**src/design/ofdt_pkg.sv**
```systemverilog
// Shared constants, codes, command/status structs and index helpers for the descriptor table.
`default_nettype none
package ofdt_pkg;

	localparam int ENTRIES     = 16;
	localparam int INODE_BITS  = 10;
	localparam int OFFSET_BITS = 24;
	localparam int SLOT_BITS   = 4;
	localparam int CMD_BITS    = 2;
	localparam int STAT_BITS   = 2;
	localparam int IDX_BITS    = (ENTRIES > 1) ? $clog2(ENTRIES) : 1;
	localparam int DATA_BITS   = INODE_BITS + OFFSET_BITS;

	localparam logic [CMD_BITS-1:0] CMD_ADD    = 2'd0;
	localparam logic [CMD_BITS-1:0] CMD_GET    = 2'd1;
	localparam logic [CMD_BITS-1:0] CMD_REMOVE = 2'd2;
	localparam logic [CMD_BITS-1:0] CMD_FIND   = 2'd3;

	localparam logic [STAT_BITS-1:0] ST_OK   = 2'd0;
	localparam logic [STAT_BITS-1:0] ST_MISS = 2'd1;
	localparam logic [STAT_BITS-1:0] ST_FULL = 2'd2;

	localparam logic [IDX_BITS-1:0] LAST_IDX = IDX_BITS'(ENTRIES - 1);

	// Controller to datapath
	typedef struct packed {
		logic                 capture;   // latch the input beat
		logic                 rd_en;     // read the slot store
		logic                 wr_en;     // write the slot store
		logic                 set_act;   // mark slot active
		logic                 clr_act;   // mark slot inactive
		logic                 use_slot;  // access at the requested slot, not the scan index
		logic [IDX_BITS-1:0]  idx;       // scan index
		logic                 load;      // load the result register
		logic [STAT_BITS-1:0] status;
		logic                 slot_en;   // result carries a slot number
		logic [IDX_BITS-1:0]  out_slot;
		logic                 data_en;   // result carries the stored inode and offset
	} ctrl_cmd_t;

	// Datapath to controller
	typedef struct packed {
		logic act_idx;   // active flag at the scan index
		logic slot_ok;   // requested slot is in range and active
		logic hit_s1;    // last read entry was active and its inode matched
	} dp_stat_t;

	function automatic logic [SLOT_BITS-1:0] idx_to_slot(input logic [IDX_BITS-1:0] i);
		logic [SLOT_BITS+IDX_BITS-1:0] w;
		w = {{SLOT_BITS{1'b0}}, i};
		return w[SLOT_BITS-1:0];
	endfunction

	function automatic logic [IDX_BITS-1:0] slot_to_idx(input logic [SLOT_BITS-1:0] s);
		logic [SLOT_BITS+IDX_BITS-1:0] w;
		w = {{IDX_BITS{1'b0}}, s};
		return w[IDX_BITS-1:0];
	endfunction

endpackage
`default_nettype wire

```
**src/design/ofdt_ram.sv**
```systemverilog
// Generic single-port-write, single-port-read RAM with registered read data.
`default_nettype none
module ofdt_ram #(
	parameter int WIDTH = 8,
	parameter int DEPTH = 16
) (
	input  wire logic                             clk,
	input  wire logic                             we,
	input  wire logic [$clog2(DEPTH > 1 ? DEPTH : 2)-1:0] waddr,
	input  wire logic [WIDTH-1:0]                 wdata,
	input  wire logic                             re,
	input  wire logic [$clog2(DEPTH > 1 ? DEPTH : 2)-1:0] raddr,
	output logic      [WIDTH-1:0]                 rdata
);

	logic [WIDTH-1:0] mem_q [DEPTH];

	always_ff @(posedge clk) begin
		if (we) begin
			mem_q[waddr] <= wdata;
		end
		if (re) begin
			rdata <= mem_q[raddr];
		end
	end

endmodule
`default_nettype wire

```
**src/design/ofdt_ctrl.sv**
```systemverilog
// Command sequencer: scans slots for add and find, checks and finishes get and remove.
`default_nettype none
module ofdt_ctrl (
	input  wire logic                         clk,
	input  wire logic                         arst_n,
	input  wire logic                         in_valid,
	output logic                              in_stall,
	input  wire logic [ofdt_pkg::CMD_BITS-1:0] in_cmd,
	output logic                              out_valid,
	input  wire logic                         out_stall,
	input  wire ofdt_pkg::dp_stat_t           stat,
	output ofdt_pkg::ctrl_cmd_t               cmd
);

	localparam logic [2:0] S_IDLE = 3'd0;
	localparam logic [2:0] S_ADD  = 3'd1;
	localparam logic [2:0] S_FIND = 3'd2;
	localparam logic [2:0] S_CHK  = 3'd3;
	localparam logic [2:0] S_GET  = 3'd4;

	logic [2:0]                      state_q, state_d;
	logic [ofdt_pkg::CMD_BITS-1:0]   cmd_q, cmd_d;
	logic [ofdt_pkg::IDX_BITS-1:0]   cnt_q, cnt_d;
	logic                            more_q, more_d;
	logic                            vld_s1, vld_d;
	logic [ofdt_pkg::IDX_BITS-1:0]   idx_s1, idx_d;
	logic                            out_valid_q;
	logic                            out_free;
	logic                            emit_hit, emit_miss;

	assign out_free  = !out_valid_q || !out_stall;
	assign out_valid = out_valid_q;
	assign in_stall  = (state_q != S_IDLE);
	assign emit_hit  = vld_s1 && stat.hit_s1;
	assign emit_miss = vld_s1 && !stat.hit_s1 && (idx_s1 == ofdt_pkg::LAST_IDX);

	always_comb begin
		state_d = state_q;
		cmd_d   = cmd_q;
		cnt_d   = cnt_q;
		more_d  = more_q;
		vld_d   = vld_s1;
		idx_d   = idx_s1;
		cmd     = '0;
		cmd.idx = cnt_q;
		unique case (state_q)
			S_IDLE: begin
				if (in_valid) begin
					cmd.capture = 1'b1;
					cmd_d       = in_cmd;
					cnt_d       = '0;
					more_d      = 1'b1;
					vld_d       = 1'b0;
					unique case (in_cmd)
						ofdt_pkg::CMD_ADD:  state_d = S_ADD;
						ofdt_pkg::CMD_FIND: state_d = S_FIND;
						default:            state_d = S_CHK;
					endcase
				end
			end
			S_ADD: begin
				if (!stat.act_idx) begin
					if (out_free) begin
						cmd.wr_en    = 1'b1;
						cmd.set_act  = 1'b1;
						cmd.load     = 1'b1;
						cmd.status   = ofdt_pkg::ST_OK;
						cmd.slot_en  = 1'b1;
						cmd.out_slot = cnt_q;
						state_d      = S_IDLE;
					end
				end else if (cnt_q == ofdt_pkg::LAST_IDX) begin
					if (out_free) begin
						cmd.load   = 1'b1;
						cmd.status = ofdt_pkg::ST_FULL;
						state_d    = S_IDLE;
					end
				end else begin
					cnt_d = cnt_q + 1'b1;
				end
			end
			S_FIND: begin
				if (emit_hit || emit_miss) begin
					if (out_free) begin
						cmd.load     = 1'b1;
						cmd.status   = emit_hit ? ofdt_pkg::ST_OK : ofdt_pkg::ST_MISS;
						cmd.slot_en  = emit_hit;
						cmd.out_slot = idx_s1;
						state_d      = S_IDLE;
					end
				end else if (more_q) begin
					cmd.rd_en = 1'b1;
					vld_d     = 1'b1;
					idx_d     = cnt_q;
					cnt_d     = cnt_q + 1'b1;
					more_d    = (cnt_q != ofdt_pkg::LAST_IDX);
				end else begin
					vld_d = 1'b0;
				end
			end
			S_CHK: begin
				cmd.use_slot = 1'b1;
				if (!stat.slot_ok) begin
					if (out_free) begin
						cmd.load   = 1'b1;
						cmd.status = ofdt_pkg::ST_MISS;
						state_d    = S_IDLE;
					end
				end else if (cmd_q == ofdt_pkg::CMD_GET) begin
					cmd.rd_en = 1'b1;
					state_d   = S_GET;
				end else if (out_free) begin
					cmd.clr_act = 1'b1;
					cmd.load    = 1'b1;
					cmd.status  = ofdt_pkg::ST_OK;
					state_d     = S_IDLE;
				end
			end
			S_GET: begin
				if (out_free) begin
					cmd.load    = 1'b1;
					cmd.status  = ofdt_pkg::ST_OK;
					cmd.data_en = 1'b1;
					state_d     = S_IDLE;
				end
			end
			default: begin
				state_d = S_IDLE;
			end
		endcase
	end

	always_ff @(posedge clk or negedge arst_n) begin
		if (!arst_n) begin
			state_q     <= S_IDLE;
			vld_s1      <= 1'b0;
			out_valid_q <= 1'b0;
		end else begin
			state_q     <= state_d;
			vld_s1      <= vld_d;
			out_valid_q <= cmd.load ? 1'b1 : (out_valid_q && out_stall);
		end
	end

	always_ff @(posedge clk) begin
		cmd_q  <= cmd_d;
		cnt_q  <= cnt_d;
		more_q <= more_d;
		idx_s1 <= idx_d;
	end

endmodule
`default_nettype wire

```
**src/design/ofdt_dp.sv**
```systemverilog
// Datapath: active flags, slot store, inode compare and the result register.
`default_nettype none
module ofdt_dp (
	input  wire logic                             clk,
	input  wire logic                             arst_n,
	input  wire ofdt_pkg::ctrl_cmd_t              cmd,
	output ofdt_pkg::dp_stat_t                    stat,
	input  wire logic [ofdt_pkg::SLOT_BITS-1:0]   slot,
	input  wire logic [ofdt_pkg::INODE_BITS-1:0]  inode,
	input  wire logic [ofdt_pkg::OFFSET_BITS-1:0] rw_offset,
	output logic      [ofdt_pkg::STAT_BITS-1:0]   status,
	output logic      [ofdt_pkg::SLOT_BITS-1:0]   slot_out,
	output logic      [ofdt_pkg::INODE_BITS-1:0]  inode_out,
	output logic      [ofdt_pkg::OFFSET_BITS-1:0] rw_offset_out
);

	logic                             active_q [ofdt_pkg::ENTRIES];
	logic [ofdt_pkg::SLOT_BITS-1:0]   slot_q;
	logic [ofdt_pkg::INODE_BITS-1:0]  inode_q;
	logic [ofdt_pkg::OFFSET_BITS-1:0] off_q;
	logic                             act_s1;
	logic [ofdt_pkg::IDX_BITS-1:0]    slot_idx;
	logic [ofdt_pkg::IDX_BITS-1:0]    acc_idx;
	logic [ofdt_pkg::DATA_BITS-1:0]   rdata;
	logic [ofdt_pkg::INODE_BITS-1:0]  rd_inode;
	logic [ofdt_pkg::OFFSET_BITS-1:0] rd_off;

	assign slot_idx = ofdt_pkg::slot_to_idx(slot_q);
	assign acc_idx  = cmd.use_slot ? slot_idx : cmd.idx;
	assign rd_inode = rdata[ofdt_pkg::DATA_BITS-1:ofdt_pkg::OFFSET_BITS];
	assign rd_off   = rdata[ofdt_pkg::OFFSET_BITS-1:0];

	assign stat.act_idx = active_q[cmd.idx];
	assign stat.slot_ok = (int'(slot_q) < ofdt_pkg::ENTRIES) && active_q[slot_idx];
	assign stat.hit_s1  = act_s1 && (rd_inode == inode_q);

	ofdt_ram #(
		.WIDTH(ofdt_pkg::DATA_BITS),
		.DEPTH(ofdt_pkg::ENTRIES)
	) u_store (
		.clk  (clk),
		.we   (cmd.wr_en),
		.waddr(acc_idx),
		.wdata({inode_q, off_q}),
		.re   (cmd.rd_en),
		.raddr(acc_idx),
		.rdata(rdata)
	);

	always_ff @(posedge clk or negedge arst_n) begin
		if (!arst_n) begin
			for (int i = 0; i < ofdt_pkg::ENTRIES; i++) begin
				active_q[i] <= 1'b0;
			end
		end else if (cmd.set_act || cmd.clr_act) begin
			active_q[acc_idx] <= cmd.set_act;
		end
	end

	always_ff @(posedge clk) begin
		if (cmd.capture) begin
			slot_q  <= slot;
			inode_q <= inode;
			off_q   <= rw_offset;
		end
		if (cmd.rd_en) begin
			act_s1 <= active_q[acc_idx];
		end
		if (cmd.load) begin
			status        <= cmd.status;
			slot_out      <= cmd.slot_en ? ofdt_pkg::idx_to_slot(cmd.out_slot) : '0;
			inode_out     <= cmd.data_en ? rd_inode : '0;
			rw_offset_out <= cmd.data_en ? rd_off : '0;
		end
	end

endmodule
`default_nettype wire

```
**src/design/open_file_descriptor_table.sv**
```systemverilog
// Top level of the open-file descriptor table: sequencer plus datapath.
//
//  channel | direction | handshake               | beat contents
//  --------+-----------+-------------------------+-------------------------------------
//  in      | sink      | in_valid / in_stall     | cmd, slot, inode, rw_offset
//  out     | source    | out_valid / out_stall   | status, slot_out, inode_out,
//          |           |                         | rw_offset_out
//
// One command at a time. Get and remove check the requested slot and finish from it;
// add scans the active flags for a free slot and find scans the slot store, visiting
// up to ENTRIES slots (sixteen here). The scan counter steps once a cycle through the
// active flags, and for find through the slot store's single read port.
// Reset clears the active flags, the sequencer state and the output valid; the slot
// store itself is not cleared; a slot's data is used only after add has written it.
// A finished result sits in the output register; the next command is accepted while it
// waits, and its final step holds until the output register is free.
`default_nettype none
module open_file_descriptor_table (
	input  wire logic                             clk,
	input  wire logic                             arst_n,
	input  wire logic                             in_valid,
	output logic                                  in_stall,
	input  wire logic [ofdt_pkg::CMD_BITS-1:0]    cmd,
	input  wire logic [ofdt_pkg::SLOT_BITS-1:0]   slot,
	input  wire logic [ofdt_pkg::INODE_BITS-1:0]  inode,
	input  wire logic [ofdt_pkg::OFFSET_BITS-1:0] rw_offset,
	output logic                                  out_valid,
	input  wire logic                             out_stall,
	output logic      [ofdt_pkg::STAT_BITS-1:0]   status,
	output logic      [ofdt_pkg::SLOT_BITS-1:0]   slot_out,
	output logic      [ofdt_pkg::INODE_BITS-1:0]  inode_out,
	output logic      [ofdt_pkg::OFFSET_BITS-1:0] rw_offset_out
);

	// Command and status between sequencer and datapath
	ofdt_pkg::ctrl_cmd_t ctl;
	ofdt_pkg::dp_stat_t  dps;

	// Sequencer: owns the handshakes, the scan counter and the find read pipeline
	ofdt_ctrl u_ctrl (
		.clk      (clk),
		.arst_n   (arst_n),
		.in_valid (in_valid),
		.in_stall (in_stall),
		.in_cmd   (cmd),
		.out_valid(out_valid),
		.out_stall(out_stall),
		.stat     (dps),
		.cmd      (ctl)
	);

	// Datapath: hold the beat, the active flags, the slot store and the result register
	ofdt_dp u_dp (
		.clk          (clk),
		.arst_n       (arst_n),
		.cmd          (ctl),
		.stat         (dps),
		.slot         (slot),
		.inode        (inode),
		.rw_offset    (rw_offset),
		.status       (status),
		.slot_out     (slot_out),
		.inode_out    (inode_out),
		.rw_offset_out(rw_offset_out)
	);

endmodule
`default_nettype wire
```
**config.mk**
```make
export PLATFORM = sky130hd
export DESIGN_NAME = open_file_descriptor_table
export DESIGN_NICKNAME = d
export VERILOG_FILES = /design/src/design/ofdt_pkg.sv /design/src/design/ofdt_ram.sv /design/src/design/ofdt_ctrl.sv /design/src/design/ofdt_dp.sv /design/src/design/open_file_descriptor_table.sv
export SDC_FILE = /design/constraint.sdc
export NUM_CORES = 1
export LEC_CHECK = 0
export ABC_AREA = 1
export CAP_MARGIN = 20
export CORE_ASPECT_RATIO = 1.25
export CORE_MARGIN = 2
export CORE_UTILIZATION = 57
export DETAILED_ROUTE_END_ITERATION = 8
export DONT_BUFFER_PORTS = 1
export PLACE_DENSITY = 0.77
export SYNTH_ARGS = -nofsm -noshare
export SYNTH_HDL_FRONTEND = slang
export SYNTH_SLANG_ARGS = --single-unit
```
**constraint.sdc**
```tcl
create_clock -name clk -period 3.5 [get_ports clk]
set_input_delay 0.35 -clock clk [delete_from_list [all_inputs] [get_ports clk]]
set_output_delay 0.35 -clock clk [all_outputs]
set_load 0.03 [all_outputs]
```
==> impl_metrics.yaml, run 1 <==
outcome:
  status: "finished clean"
critical_path:
  r2r_cells: 12
  end_kind: "flip-flop"
  rr_endpoint: "u_dp.rw_offset_out[23]$_SDFFCE_PN0P_"
  crit_end: "u_dp.rw_offset_out[23]$_SDFFCE_PN0P_"
  r2r_start: "u_dp.slot_idx[0]$_DFFE_PP_"
  cp_max_fo: 23
  required_ns: 3.82
  crit_type: "flip-flop to flip-flop"
  cp-start-kind: "flip-flop"
  cp.arrival_ns: 3.22
  critPathLaunch: "u_dp.slot_idx[0]$_DFFE_PP_"
  r2r_slack_ns: 0.59
sta:
  grt_setup_unrepaired: "false"
  tns_ns: 0
  fmax_mhz: 344
  hold_violations: 0
  fin_skew_ns: 0.0203
  setup_viol_count_final: 0
  tightest_slew_ns: 0.675
  fin_crit_ns: 2.91
  setup_slack_ns: 0.591
  whs_ns: 0.0741
  drv_slew: 0
  relSlewSlack: 0.546
  fin_crit_sh: 0.831
yosys:
  ys.flop_type: "edfxtp_1"
  async_flop_share: 0.0305
  synth_edf_count: 668
  syn_inst: 2235
  synth_area_per_cell_um2: 12.2
  ys_ff_latch: 689
  syn_nets: 2280
  ys_seq_area_frac: 0.758
  synth.distinct_cells: 32
  synth_warnings: 0
  synth_area_um2: 27200
drt:
  wl_per_cell_um: 21.5
  drc: 0
  drt_iter0_drc: 1754
  drtAntennaViolNets: 0
  dr.pass1.iters: 6
  via_per_inst: 5.68
  wl_um: 64500
  via_count: 17000
cts:
  root_buffer: "clkbuf_16"
  clk_latency_ns: 0.63
  cts_made_buffers: 61
  cts_setup_buffers: 0
  clkSinkCount: 689
  cts_resized: 0
  clk_pin_slew_ns: 0.06
  hold_buffers: 41
  tritoncts: "done"
  clockBufferDepth: 3
  h-tree-depth: 2
floorplanning:
  die_h_um: 248
  core_area_um2: 47100
  boundaryPins: 86
  row_count: 89
  die_w_um: 199
  dieArea_um2: 49400
  start_util: 0.577
global_routing:
  grt_pass1_wl_um: 97300
  grt_max_degree: 58
  track_usage: 0.266
  antenna_found_initial: 1
  grt_pass1_vias: 17000
  grt.overflow.total: 0
placement:
  dp_hpwl_um: 38100
  dp.cells: 2844
  gp_congestion: 0.912
  io_buffers: 0
  dp_slack_ns: 0.633
layout:
  layout_common_cells: "931 x nand2_1, 668 x edfxtp_1, 143 x inv_1"
  n_antenna_cell: 0
  nNetsFinal: 2357
  drive_gt1_frac: 0.0843
  nFillCells: 3267
  final_cells: 2999
  layout_commonest_cell: "nand2_1"
  synthToLayoutAreaGrowth_pct: 12.9
power_and_ir_drop:
  ir_drop_mv: 0.635
  power.total_w: 0.0260
  p_leak_nw: 11.3
  powerDensity_nw_per_um2: 849
min_path:
  min_path_type: "input pin to asynchronous set/reset pin"
run:
  timing.max_cap.violations: 0
[synthesized netlist by cell type, types with 5 or more instances]
master | n | share of area
nor2_1 | 87 | 0.012
dfrtp_1 | 21 | 0.019
inv_2 | 14 | 0.0019
nand4_1 | 107 | 0.025
inv_1 | 143 | 0.020
edfxtp_1 | 668 | 0.74
o21ai_1 | 30 | 0.0055
nand2_1 | 935 | 0.13
buf_2 | 38 | 0.0070
buf_4 | 23 | 0.0064
o21ai_0 | 58 | 0.011
o211ai_1 | 5 | 0.0014
nand3_1 | 38 | 0.0070
a21oi_1 | 11 | 0.0020
clkbuf_1 | 24 | 0.0033
[stage by stage]
stage               utilization  area, µm²
finish                    0.651      30700
global route              0.651      30700
CTS                       0.650      30600
detailed placement        0.601      28300
global placement          0.601      28300
floorplan                     -      27200
[final cells by class]
type	count	area (µm²)	area share
clock inverter	44	350	0.0114
inverter	159	607	0.0198
sequential	689	20600	0.671
multi-input combinational	1296	5640	0.184
tap	637	797	0.0260
timing repair buffer	105	1140	0.0370
clock buffer	69	1560	0.0508
[critical path, cell delays in order (launching register included)]
cell	delay (ns)
edfxtp_1	0.66
inv_1	0.23
nand2_1	0.12
nand3_1	0.08
nand3_1	0.09
nand3_1	0.17
nand2_1	0.17
nand2_1	0.06
buf_4	0.20
nand2_1	0.09
nor2_1	0.06
nand2_2	0.38
buf_12	0.27
[routing by layer]
metal  wire length (µm)  GRT usage  up-vias
met5                 11          0        -
met3               4740     0.0458      160
met1              23800      0.326     8304
met2              33000      0.459      828
met4               2900      0.128        2
li1                   -          -     7750
[cell families (layout without fill, tap and decap cells)]
kind of cell | count (synthesis) | after routing | share of synthesized area
and+or+nand+nor | 1181 | 1181 | 0.178
DFF | 689 | 689 | 0.758
buffers and inverters | 250 | 377 | 0.0408
AOI/OAI and AO/OA | 110 | 110 | 0.0220
xor gates and xnor gates | 4 | 4 | 0.00129
adders and majority gates | 1 | 1 | 0.000461
[how the worst min path moves through the flow]
stage	endpoint	slack, ns
6_report	u_ctrl.state_q[1]$_DFFE_PN0P_	0.07
5_1_grt	u_ctrl.state_q[1]$_DFFE_PN0P_	0.08
4_1_cts	u_ctrl.out_valid$_DFF_PN0_	0.05
3_5_place_dp	u_ctrl.out_valid$_DFF_PN0_	0.06
3_3_place_gp	u_ctrl.out_valid$_DFF_PN0_	0.06
2_1_floorplan	u_ctrl.out_valid$_DFF_PN0_	0.05
[registers in the layout, summed over array words and instances (netlist names)]
name	flops
u_dp.act_s1	1
u_ctrl.state_q	3
u_dp.active_q	16
u_dp.slot_out	4
u_dp.u_store.rdata	34
u_ctrl.cmd_q	2
u_dp.u_store.mem_q	544
u_ctrl.vld_s1	1
u_dp.status	2
u_dp.off_q	24
u_ctrl.out_valid	1
u_dp.slot_idx	4
u_dp.inode_q	10
u_ctrl.cnt_q	4
u_dp.rw_offset_out	24
u_ctrl.more_q	1
u_dp.inode_out	10
u_ctrl.idx_s1	4
[power by group]
group	leakage, nW	internal, W	switching (W)
clock network	0.945	0.00356	0.00288
logic	4.05	0.00227	0.00566
registers	6.33	0.0105	0.00116
Note: power is estimated with default switching activity, not from simulation.
==> run 2, diff against run 1 <==
==> constraint.sdc (replaced) <==
create_clock -name clk -period 2.5 [get_ports clk]
set_input_delay 0.25 -clock clk [delete_from_list [all_inputs] [get_ports clk]]
set_output_delay 0.25 -clock clk [all_outputs]
set_load 0.03 [all_outputs]
==> run 2 against run 1 <==
Core utilization up 1.8 points. First-iteration DRC count rose by 5.6%. Clock skew fell by 0.0068 ns.
==> impl_metrics.yaml, run 2 (synthesis results as in run 1) <==
global_routing:
  grt_pass1_wl_um: 100000
  track_usage: 0.272
  antenna_found_initial: 2
  grt_pass1_vias: 17500
  grt_max_degree: 70
  grt.overflow.total: 0
floorplanning:
  start_util: 0.577
  core_area_um2: 47100
  boundaryPins: 86
  dieArea_um2: 49400
  die_h_um: 248
  die_w_um: 199
  row_count: 89
power_and_ir_drop:
  ir_drop_mv: 0.710
  power.total_w: 0.0379
  pwr-share-comb: 0.318
  p_switching_w: 0.0138
  p_int_w: 0.0241
  powerDensity_nw_per_um2: 1200
  pwr-share-seq: 0.425
  p_clk_frac: 0.257
  p_sw_frac: 0.364
  p_leak_nw: 11.7
critical_path:
  required_ns: 2.81
  r2r_start: "u_ctrl.state_q[2]$_DFFE_PN0P_"
  cp_max_fo: 19
  end_kind: "flip-flop"
  cp.arrival_ns: 2.72
  crit_type: "flip-flop to flip-flop"
  cp-start-kind: "flip-flop"
  critPathLaunch: "u_ctrl.state_q[2]$_DFFE_PN0P_"
layout:
  layout_commonest_cell: "nand2_1"
  layout_common_cells: "931 x nand2_1, 668 x edfxtp_1, 142 x inv_1"
  final_cell_area_um2: 31500
  largest_register: "u_dp.u_store.mem_q"
  drive_gt1_frac: 0.100
  nNetsFinal: 2396
  synthToLayoutAreaGrowth_pct: 16.1
  largest_reg_flops: 544
  reg_top3: "u_dp.u_store.mem_q (544), u_dp.u_store.rdata (34)"
  final_cells: 3038
cts:
  clk_pin_slew_ns: 0.07
  h-tree-depth: 2
  clkSinkCount: 689
  tritoncts: "done"
  root_buffer: "clkbuf_16"
  cts_made_buffers: 61
  clk_latency_ns: 0.62
  clockBufferDepth: 3
drt:
  drt_iter0_drc: 1853
  wl_met2_um: 32700
  dr.pass1.iters: 7
  wl_um: 66200
  via_per_inst: 5.74
  met3_length_um: 5890
  wl_per_cell_um: 21.8
  drtAntennaViolNets: 0
  highest_layer: "met4"
  drt-met1-wl_um: 24600
  via_count: 17500
  drc: 0
run:
  timing.max_cap.violations: 0
sta:
  setup_viol_count_final: 0
  drv_slew: 0
  hold_violations: 0
  fin_crit_sh: 0.963
  fmax_mhz: 416
  relSlewSlack: 0.580
  fin_skew_ns: 0.0135
  tightest_slew_ns: 0.628
  fin_crit_ns: 2.41
placement:
  dp_hpwl_um: 38100
  gp_congestion: 0.923
  io_buffers: 0
  dp.cells: 2880
  postPlaceCellArea_um2: 29000
outcome:
  status: "finished clean"
min_path:
  min_from: "in_valid"
  min_path_type: "input pin to flip-flop"
run 2: changes by cell type in the layout (fill, tap and decap cells not counted), moves of 3 or more:
cell and delta:
clkinv_1 -8, bufinv_16 +6, buf_12 +28, clkinv_2 -4, buf_4 +7, clkbuf_1 +3
run 2: worst paths after layout:
path	slack [ns]	cells past startpoint	end
setup / recovery	0.09	9	u_dp.u_store.mem_q[6][6]$_DFFE_PP_
setup reg to reg	0.09	9	u_dp.u_store.mem_q[6][6]$_DFFE_PP_
min in group asynchronous	0.09	1	u_dp.active_q[10]$_DFFE_PN0P_
hold / removal	0.08	2	u_ctrl.more_q$_SDFFCE_PN1P_
hold reg to reg	0.52	2	u_dp.active_q[6]$_DFFE_PN0P_
max in group asynchronous	1.90	2	u_dp.active_q[7]$_DFFE_PN0P_
run 2: per-stage QoR:
| stage | setup WS (ns) | util | setup TNS [ns] | hold WS [ns] |
|---|---|---|---|---|
| 2_1_floorplan | -0.328 | - | -100.46 | -0.0456 |
| 3_3_place_gp | 0.175 | 0.615 | 0 | -0.0445 |
| 3_5_place_dp | 0.0647 | 0.615 | 0 | -0.0445 |
| 4_1_cts | 0.0159 | 0.668 | 0 | 0.0576 |
| 5_1_grt | -0.00956 | 0.669 | -0.0780 | 0.101 |
| 6_report | 0.0936 | 0.669 | 0 | 0.0762 |
run 2: worst max-delay path, cell delays in order (launching register included):
cell,delay (ns)
dfrtp_1,0.42
inv_2,0.09
nand3_4,0.12
buf_4,0.19
o21ai_4,0.17
inv_4,0.11
nor2_8,0.28
nand2_1,0.25
nor2_4,0.23
buf_12,0.23
run 2: area by class of cell:
| cell class | count | area (µm²) |
|---|---|---|
| clock inverters | 38 | 488 |
| clock buffers | 73 | 1590 |
| well taps | 637 | 797 |
| multi-input cells | 1296 | 5640 |
| fillers | 3086 | 15600 |
| flip-flops and latches | 689 | 20600 |
| diodes | 2 | 5.00 |
| inverters | 159 | 607 |
| repair buffers | 144 | 1810 |
run 2: power groups by stage:
stage          combinational [W]  sequential [W]  clock, W
5_1_grt                   0.0132          0.0162    0.0103
3_3_place_gp              0.0113          0.0163         0
2_1_floorplan            0.00762          0.0160         0
3_5_place_dp              0.0116          0.0163         0
6_report                  0.0120          0.0161   0.00975
4_1_cts                   0.0119          0.0161   0.00985
run 2: what timing repair did:
action                     in CTS  in global routing
setup endpoints to repair       0                 20
resized for setup               0                  5
hold buffers                   42                  0
buffers inserted                0                  1
hold endpoints to repair       64                  0
run 2: metal layers:
metal  vias up  track usage
li1       7828            -
met1      8489        0.345
met2       936        0.454
met3       198       0.0471
met4         0        0.138
met5         -            0
==> run 3, diff against run 2 <==
--- a/config.mk
+++ b/config.mk
@@ -5,7 +5,7 @@
 export SDC_FILE = /design/constraint.sdc
 export NUM_CORES = 1
 export LEC_CHECK = 0
-export ABC_AREA = 1
+export ABC_AREA = 0
 export CAP_MARGIN = 20
 export CORE_ASPECT_RATIO = 1.25
 export CORE_MARGIN = 2
==> run 3 against run 2 <==
Sequential share of layout area fell by 1.5 points. Worst setup slack got worse by 0.071 ns. Combinational power rose by 22%. Fmax fell by 2.9%. Clock power rose by 1%. Synthesized cell count fell by 15%. Non-clock buffer count rose by 50. Count of clock-buffer cells in the layout rose by 3. Sequential power rose by 2%. Routed wire length rose by 0.92%. Critical endpoint is now u_dp.u_store.mem_q[15][21]$_DFFE_PP_. Largest power group unchanged.
==> impl_metrics.yaml, run 3 <==
outcome:
  status: "finished clean"
yosys:
  ys_ff_latch: 689
  syn_nets: 1955
  synth_area_per_cell_um2: 14.3
  synthTopCellsByArea: "edfxtp_1 74%, nand2_1 7.0%, mux2i_1 4.1%"
  synth_edf_count: 668
  yosys.area.top_type_share: 0.737
  synth_area_um2: 27200
  ys.flop_type: "edfxtp_1"
  syn_inst: 1910
  synth.distinct_cells: 54
  synth_area_leader_cell: "edfxtp_1"
  synth_warnings: 0
  synth.most_common_cell: "edfxtp_1"
  async_flop_share: 0.0305
  synthTopCellsByCount: "668 x edfxtp_1, 509 x nand2_1, 223 x nand3_1, 112 x mux2i_1, 53 x clkbuf_1"
  ys_seq_area_frac: 0.756
layout:
  synthToLayoutAreaGrowth_pct: 18.6
  final_cells: 2740
  layout_common_cells: "668 x edfxtp_1, 504 x nand2_1, 223 x nand3_1"
  largest_register: "u_dp.u_store.mem_q"
  nNetsFinal: 2107
  largest_reg_flops: 544
  layout_commonest_cell: "edfxtp_1"
  drive_gt1_frac: 0.140
  reg_top3: "u_dp.u_store.mem_q (544), u_dp.u_store.rdata (34)"
  final_cell_area_um2: 32300
  nFillCells: 3012
cts:
  tritoncts: "done"
  clk_pin_slew_ns: 0.07
  clkSinkCount: 689
  cts_made_buffers: 66
  root_buffer: "clkbuf_16"
  clk_latency_ns: 0.59
  h-tree-depth: 3
  clockBufferDepth: 3
power_and_ir_drop:
  p_leak_nw: 11.5
  pwr-share-comb: 0.359
  powerDensity_nw_per_um2: 1270
  p_clk_frac: 0.240
  ir_drop_mv: 0.902
  p_sw_frac: 0.364
  p_switching_w: 0.0150
  p_int_w: 0.0262
  power.total_w: 0.0411
  pwr-share-seq: 0.401
floorplanning:
  core_area_um2: 47200
  boundaryPins: 86
  dieArea_um2: 49500
  die_w_um: 199
  start_util: 0.577
  die_h_um: 248
  row_count: 89
sta:
  hold_violations: 0
  fmax_mhz: 404
  drv_slew: 0
  fin_crit_sh: 0.991
  relSlewSlack: 0.620
  fin_crit_ns: 2.48
  tightest_slew_ns: 0.569
  setup_viol_count_final: 0
  fin_skew_ns: 0.0161
  grt_setup_unrepaired: "true"
  whs_ns: 0.0663
placement:
  gp_congestion: 0.887
  postPlaceCellArea_um2: 29200
  io_buffers: 0
  dp.cells: 2552
  dp_hpwl_um: 37000
drt:
  wl_um: 66800
  drt_iter0_drc: 2019
  wl_per_cell_um: 24.4
  via_per_inst: 6.16
  via_count: 16900
  dr.pass1.iters: 6
  drtAntennaViolNets: 0
  drc: 0
global_routing:
  grt.overflow.total: 0
  grt_max_degree: 71
  grt_pass1_wl_um: 96500
  grt_pass1_vias: 16700
  track_usage: 0.264
  antenna_found_initial: 0
critical_path:
  cpPeakStageDelay_ns: 0.53
  cp_cell_sequence: "buf_6, mux4_2, a21oi_2, a22o_4, nand2_8, nor2_4, buf_12, clkbuf_16"
  cp.arrival_ns: 2.78
  cpMaxStageDelayCell: "mux4_2"
  crit_type: "flip-flop to flip-flop"
  cp_max_fo: 7
  required_ns: 2.80
  end_kind: "flip-flop"
  cp-start-kind: "flip-flop"
run:
  timing.max_cap.violations: 0
min_path:
  min_path_type: "input pin to flip-flop"
-- run 3: cell types whose count changed in the layout (fill, tap and decap cells not counted), sizes merged, moves of 55 or more --
cell / change
nand2: -428
nand3: +184
inv: -155
mux2i: +114
nand4: -97
o21ai: -75
nor2: -55
-- run 3: power groups by stage --
stage,clock [W],combinational (W),sequential [W]
finish,0.00988,0.0147,0.0165
global route,0.0104,0.0157,0.0166
CTS,0.00999,0.0138,0.0165
detailed placement,0,0.0136,0.0167
global placement,0,0.0132,0.0167
floorplan,0,0.00892,0.0163
-- run 3: what timing repair did --
item	4_1_cts	5_1_grt
endpoints found under the setup margin	101	336
pin swaps	0	8
endpoints found under the hold margin	64	1
gates resized for setup	1	14
buffers inserted	1	25
gates cloned	0	9
hold buffers	43	1
-- run 3: metal layers --
| layer | vias to the layer above | track usage | part of all wire |
|---|---|---|---|
| met1 | 8272 | 0.324 | 0.36 |
| met3 | 194 | 0.0462 | 0.090 |
| met5 | - | 0 | 0 |
| met2 | 1010 | 0.448 | 0.50 |
| li1 | 7389 | - | - |
| met4 | 0 | 0.142 | 0.048 |
-- run 3: cell families (layout without fill, tap and decap cells) --
| kind of cell | after synthesis | after routing | share of synthesized area |
|---|---|---|---|
| AO/OA/AOI/OAI | 123 | 123 | 0.0362 |
| XOR/XNOR | 13 | 13 | 0.00418 |
| adder cells (fa/ha/maj) | 1 | 1 | 0.000459 |
| buffers and inverters | 115 | 306 | 0.0201 |
| flip-flops | 689 | 689 | 0.756 |
| multiplexers | 125 | 126 | 0.0487 |
| other | 0 | 1 | 0 |
| AND/OR/NAND/NOR | 844 | 844 | 0.134 |
-- run 3: worst paths after layout --
check                                                     start                              endpoint  slack, ns  cells after the start
worst max-delay path              u_ctrl.cnt_q[0]$_SDFFCE_PP0P_  u_dp.u_store.mem_q[15][21]$_DFFE_PP_       0.02                      8
worst min-delay path                                   in_valid         u_ctrl.state_q[0]$_DFFE_PN0P_       0.07                      4
worst max register to register    u_ctrl.cnt_q[0]$_SDFFCE_PP0P_  u_dp.u_store.mem_q[15][21]$_DFFE_PP_       0.02                      8
worst min register to register  u_dp.u_store.rdata[2]$_DFFE_PP_   u_dp.rw_offset_out[2]$_SDFFCE_PN0P_       0.51                      1
max in group asynchronous                                arst_n             u_ctrl.vld_s1$_DFFE_PN0P_       1.61                      3
min in group asynchronous                                arst_n          u_dp.active_q[3]$_DFFE_PN0P_       0.49                      2
-- run 3: per-stage QoR --
stage	TNS [ns]	setup slack, ns	util
floorplan	-23.90	-0.0900	-
global placement	-1.40	-0.0464	0.619
detailed placement	-1.64	-0.0408	0.619
CTS	0	0.00381	0.674
global route	-2.15	-0.0576	0.684
finish	0	0.0228	0.684
-- run 3: cell type report --
type                       instances  area, µm²  share of cell area
inverter                           4       15.0            0.000465
clock buffer                      76       1770              0.0550
antenna                            1       2.50           0.0000775
tap                              637        797              0.0247
timing repair buffer             194       2340              0.0726
sequential                       689      20600               0.638
clock inverter                    32        339              0.0105
multi-input combinational       1107       6420               0.199
-- run 3: worst max-delay path, delay by kind of cell, from the launching register on --
family / cells / cell delay [ns]
flip-flops: 1 / 0.51
AND/OR/NAND/NOR: 2 / 0.25
buffers and inverters: 3 / 0.47
AO/OA/AOI/OAI: 2 / 0.40
multiplexers: 1 / 0.53
